--- src/design/cpe_pkg.sv ---
// ----------------------------------------------------------------------------
// cpe_pkg
// Shared types and constants for the curve point evaluator: pipeline depth
// and the evaluation mode codes.
// ----------------------------------------------------------------------------
package cpe_pkg;

    // Register stages from input to output register, inclusive.
    localparam int NUM_STAGES = 8;

    typedef enum logic [1:0] {
        FUNC_LINEAR  = 2'd0,
        FUNC_QUAD    = 2'd1,
        FUNC_CUBIC   = 2'd2,
        FUNC_HERMITE = 2'd3
    } func_t;

endpackage

--- src/design/cpe_hermite_weights.sv ---
// ----------------------------------------------------------------------------
// cpe_hermite_weights
// Hermite basis weights from t: t^2 and t^3 truncated to F fraction bits,
// then the four cubic basis polynomials.
// ----------------------------------------------------------------------------
module cpe_hermite_weights
    import cpe_pkg::*;
#(
    parameter int PARAM_FRAC_BITS = 16
)
(
    input  logic                              clk,
    input  logic [NUM_STAGES:1]               en,
    input  logic [PARAM_FRAC_BITS:0]          t_s1,
    input  logic [PARAM_FRAC_BITS:0]          t_s2,
    input  logic [PARAM_FRAC_BITS:0]          t_s3,
    output logic signed [PARAM_FRAC_BITS+3:0] h00,
    output logic signed [PARAM_FRAC_BITS+3:0] h01,
    output logic signed [PARAM_FRAC_BITS+3:0] h10,
    output logic signed [PARAM_FRAC_BITS+3:0] h11
);

    localparam int F  = PARAM_FRAC_BITS;
    localparam int TT = 2 * F + 2;
    localparam int HW = F + 4;
    localparam logic signed [HW-1:0] H_ONE = HW'(1) << F;

    logic [TT-1:0]        tsq_prod;
    logic [TT-1:0]        tcub_prod;
    logic [F:0]           tsq_reg;
    logic [F:0]           tsq_s3_reg;
    logic [F:0]           tcub_reg;
    logic signed [HW-1:0] tc, ts, tv, ts3;
    logic signed [HW-1:0] h00_next, h01_next, h10_next, h11_next;
    logic signed [HW-1:0] h00_reg, h01_reg, h10_reg, h11_reg;

    assign tsq_prod  = TT'(t_s1) * TT'(t_s1);
    assign tcub_prod = TT'(tsq_reg) * TT'(t_s2);

    always_comb
    begin
        tc       = HW'(tcub_reg);
        ts       = HW'(tsq_s3_reg);
        tv       = HW'(t_s3);
        ts3      = (ts <<< 1) + ts;
        h00_next = (tc <<< 1) - ts3 + H_ONE;
        h01_next = ts3 - (tc <<< 1);
        h10_next = tc - (ts <<< 1) + tv;
        h11_next = tc - ts;
    end

    always_ff @(posedge clk)
    begin
        if (en[2])
        begin
            tsq_reg <= tsq_prod[2*F:F];
        end
        if (en[3])
        begin
            tcub_reg   <= tcub_prod[2*F:F];
            tsq_s3_reg <= tsq_reg;
        end
        if (en[4])
        begin
            h00_reg <= h00_next;
            h01_reg <= h01_next;
            h10_reg <= h10_next;
            h11_reg <= h11_next;
        end
    end

    assign h00 = h00_reg;
    assign h01 = h01_reg;
    assign h10 = h10_reg;
    assign h11 = h11_reg;

endmodule

--- config.mk ---
export PLATFORM = sky130hd
export DESIGN_NAME = cpe_hermite_weights
export DESIGN_NICKNAME = d
export VERILOG_FILES = /design/src/design/cpe_pkg.sv /design/src/design/cpe_hermite_weights.sv
export SDC_FILE = /design/constraint.sdc
export NUM_CORES = 1
export LEC_CHECK = 0
export BUFFER_PORTS_ARGS = -buffer_cell sky130_fd_sc_hd__buf_2
export CAP_MARGIN = 20
export CORE_MARGIN = 2
export CORE_UTILIZATION = 50
export CTS_BUF_LIST = sky130_fd_sc_hd__clkbuf_4 sky130_fd_sc_hd__clkbuf_8
export DETAILED_ROUTE_END_ITERATION = 8
export MAX_ROUTING_LAYER = met4
export PLACE_DENSITY_LB_ADDON = 0.25
export SYNTH_ARGS = -nofsm -noshare
export SYNTH_HDL_FRONTEND = slang
export SYNTH_SLANG_ARGS = --single-unit
--- constraint.sdc ---
create_clock -name clk -period 12.25 [get_ports clk]
set_input_delay 1.225 -clock clk [delete_from_list [all_inputs] [get_ports clk]]
set_output_delay 1.225 -clock clk [all_outputs]
set_load 0.02 [all_outputs]
==> metrics <==
Final Hold Fails=0; Top FF cell, synth=edfxtp_1; DR vias=18210; Gate Count Post-Synth=2692; warnings from Yosys=0; initial core utilization=0.5074; Post-DP HPWL=~46 mm; antenna violations before repair=3; die area=approximately 53000 um^2; grt ovf=0; Antenna Nets Post-Route=0; final worst slack=approximately 5.1 ns; Clock Latency Late Sink=around 0.46 ns; sequential element share of the synthesized area=0.1507; worst-path cell chain=buf_2, nand2_1, fa_1, fa_1, fa_1, fa_1, inv_1, fa_1, inv_1, fa_1, inv_1, ha_1, nand2_1, nor4_1, a21oi_1, a221oi_1, o31a_1, o41ai_2, mux2i_1, o2111ai_1; WHS Path Cells=0; cts hold-fix bufs=0; vias in the first global route=roughly 20000; min cycle time layout=about 7.1 ns; DR vias/cell=between 5 and 6; Post-Synth XOR/XNOR Area=0.04189; Final Slew Violations=0; final period utilization=0.5824; CTS sink count=roughly 130; Hold Path Class=register to register; num ports=140; Horiz. Die Dim=between 200 and 250 um; H-Tree Depth=4; register area=between 3000 and 4000 um^2; sum of negative setup slack=0 ns; Seq cells post-synth=between 100 and 150; Die Height=approximately 230 um; nets=between 3000 and 4000; Total GRT Usage=0.2302; RSZ-0062 raised after global routing=false; ys async rst share=0; Area Growth Syn to Fin=6.970%; starting DRC count in detailed routing=between 900 and 1000; CP dominant cell by count=fa_1; count of flip-flops with a built-in enable after synthesis=around 130; root buffer cell=clkbuf_8; Crit. End Element=register; drt drc=0; Top Family by Delay on Critical Path=adder cells; Worst Clk Skew=around 0.013 ns; crit path launch type=input port; Synthesized Nets=about 3500; Worst Hold Slack=around 0.66 ns; Levels on crit path=20; first drt pass iteration count=5; Slew HR=0.3175; CP max-delay cell=a221oi_1; TritonCTS clock tree=yes; Compound-Gate Fraction of Synth Area=0.08265; port bufs=between 100 and 150; Synth Area per Inst=around 9.5 um^2; Post-CTS Setup Inserts=0; RePlAce Congestion=~0.89; final wirelength=about 56 mm; Simple-Gate Fraction of Synth Area=0.1347; WP data required=12.45 ns; Max Cap Violations=0; core area=between 50000 and 60000 um^2; Worst R2R Path Depth=18; mux share of post-synthesis cell area=0.001226; Synth cell types=69; Setup Crit Path Kind=input port to register; post-cts resize count=0; CP max FO=17; Clk pin slew, worst setup/hold paths=around 0.09 ns; commonest non-fill, non-tap cell in the layout=inv_1; Max Freq=0.1402 GHz; outcome=completed; Buf/Inv on CP=4; synthesized area=~26000 um^2; first-pass GRT wire length=between 90 and 100 mm; Final Setup Violations=0; wire per inst=roughly 16 um; post-synthesis adder-cell area fraction=0.4869; row count=between 80 and 90; Clock Path Buffers=2; cts bufs inserted=17; share of cells above drive strength 1=0.06963; CP peak stage delay=just over 0.8 ns; final core occ=0.5427; Least-Margin Pin Slew=1.024 ns; largest net degree at the start of global routing=78; pre-CTS setup slack=~4.6 ns; most frequent cells in the layout=inv_1, fa_1, ha_1; crit path DAT=7.33 ns; Fillers=between 4000 and 5000; largest family of logic cells by synthesized area=adder cells; multi-input logic area=approximately 19000 um^2
## synth_stat cells, types with 4 or more instances
cell	number	share of area
a21o_1	40	0.012
a21boi_1	6	0.0018
nand2_1	271	0.040
o311ai_1	4	0.0014
a31oi_1	12	0.0029
fa_1	416	0.33
a211oi_1	16	0.0047
clkbuf_1	54	0.0079
o21bai_1	11	0.0032
or2_1	4	0.00098
inv_1	630	0.093
o31a_1	11	0.0038
or2_2	7	0.0017
a21oi_1	79	0.016
xnor2_1	85	0.029
xor2_1	37	0.013
ha_1	327	0.16
nand4_1	6	0.0015
nor2_1	89	0.013
edfxtp_1	128	0.15
o21a_1	26	0.0077
nor4_1	4	0.00098
and2_1	189	0.046
nand2b_1	19	0.0047
nand3_1	14	0.0027
nor2b_1	19	0.0047
a221oi_1	5	0.0017
o2111ai_1	6	0.0021
and3_1	20	0.0049
a211o_1	4	0.0014
o211ai_1	4	0.0012
nor3_1	30	0.0059
o31ai_1	5	0.0015
or3_1	11	0.0027
a2111oi_0	4	0.0014
o21ai_0	22	0.0043
o21ai_1	26	0.0051
## logic make-up (layout without fill, tap and decap cells)
logic type	count (synthesis)	in the layout
buffers and inverters	690	813
AO/OA/AOI/OAI	309	309
AND/OR/NAND/NOR	697	697
adder cells (fa/ha/maj)	743	743
multiplexers	3	3
other	0	1
XOR/XNOR	122	122
flip-flops	128	128
## layout make-up
cell class / count / area share
multi-input cells: 1874 / 0.6986
flip-flops and latches: 128 / 0.1409
repair buffers: 148 / 0.02852
inverters: 633 / 0.08708
diodes: 1 / 0.00009171
clock buffers: 17 / 0.008575
clock inverters: 15 / 0.005411
well taps: 672 / 0.03082
## layer usage
layer  GRT usage  vias up  part of all wire
met5           -        -                 0
met4     0.05504        0             0.020
met3     0.02344       78             0.044
met2      0.4065      426              0.51
met1      0.2842     9048              0.42
li1            -     8655                 -
## worst paths after layout
kind                                    end  slack [ns]     startpoint
worst min register to register       h00[0]        0.66  tsq_s3_reg[0]
worst min-delay path                 h00[0]        0.66  tsq_s3_reg[0]
worst max-delay path            tcub_reg[8]        5.12        t_s2[2]
worst max register to register  tcub_reg[8]        5.33     tsq_reg[2]
## metrics by stage
| stage | std cells | area [um^2] |
|---|---|---|
| 2_1_floorplan | 2692 | 25510 |
| 3_3_place_gp | 3455 | 26900 |
| 3_5_place_dp | 3455 | 26900 |
| 4_1_cts | 3487 | 27280 |
| 5_1_grt | 3488 | 27280 |
| 6_report | 3488 | 27280 |
## worst reg2reg max path, delay by kind of cell, from the launching register on
kind,cells,cell delay (ns)
AO/OA/AOI/OAI,5,1.52
adder cells (fa/ha/maj),7,3.34
flip-flops,1,1.03
buffers and inverters,3,0.15
multiplexers,1,0.25
AND/OR/NAND/NOR,2,0.40
Power is not shown: default switching activity piles up to over one toggle a cycle in this logic, so the estimate is an artifact.
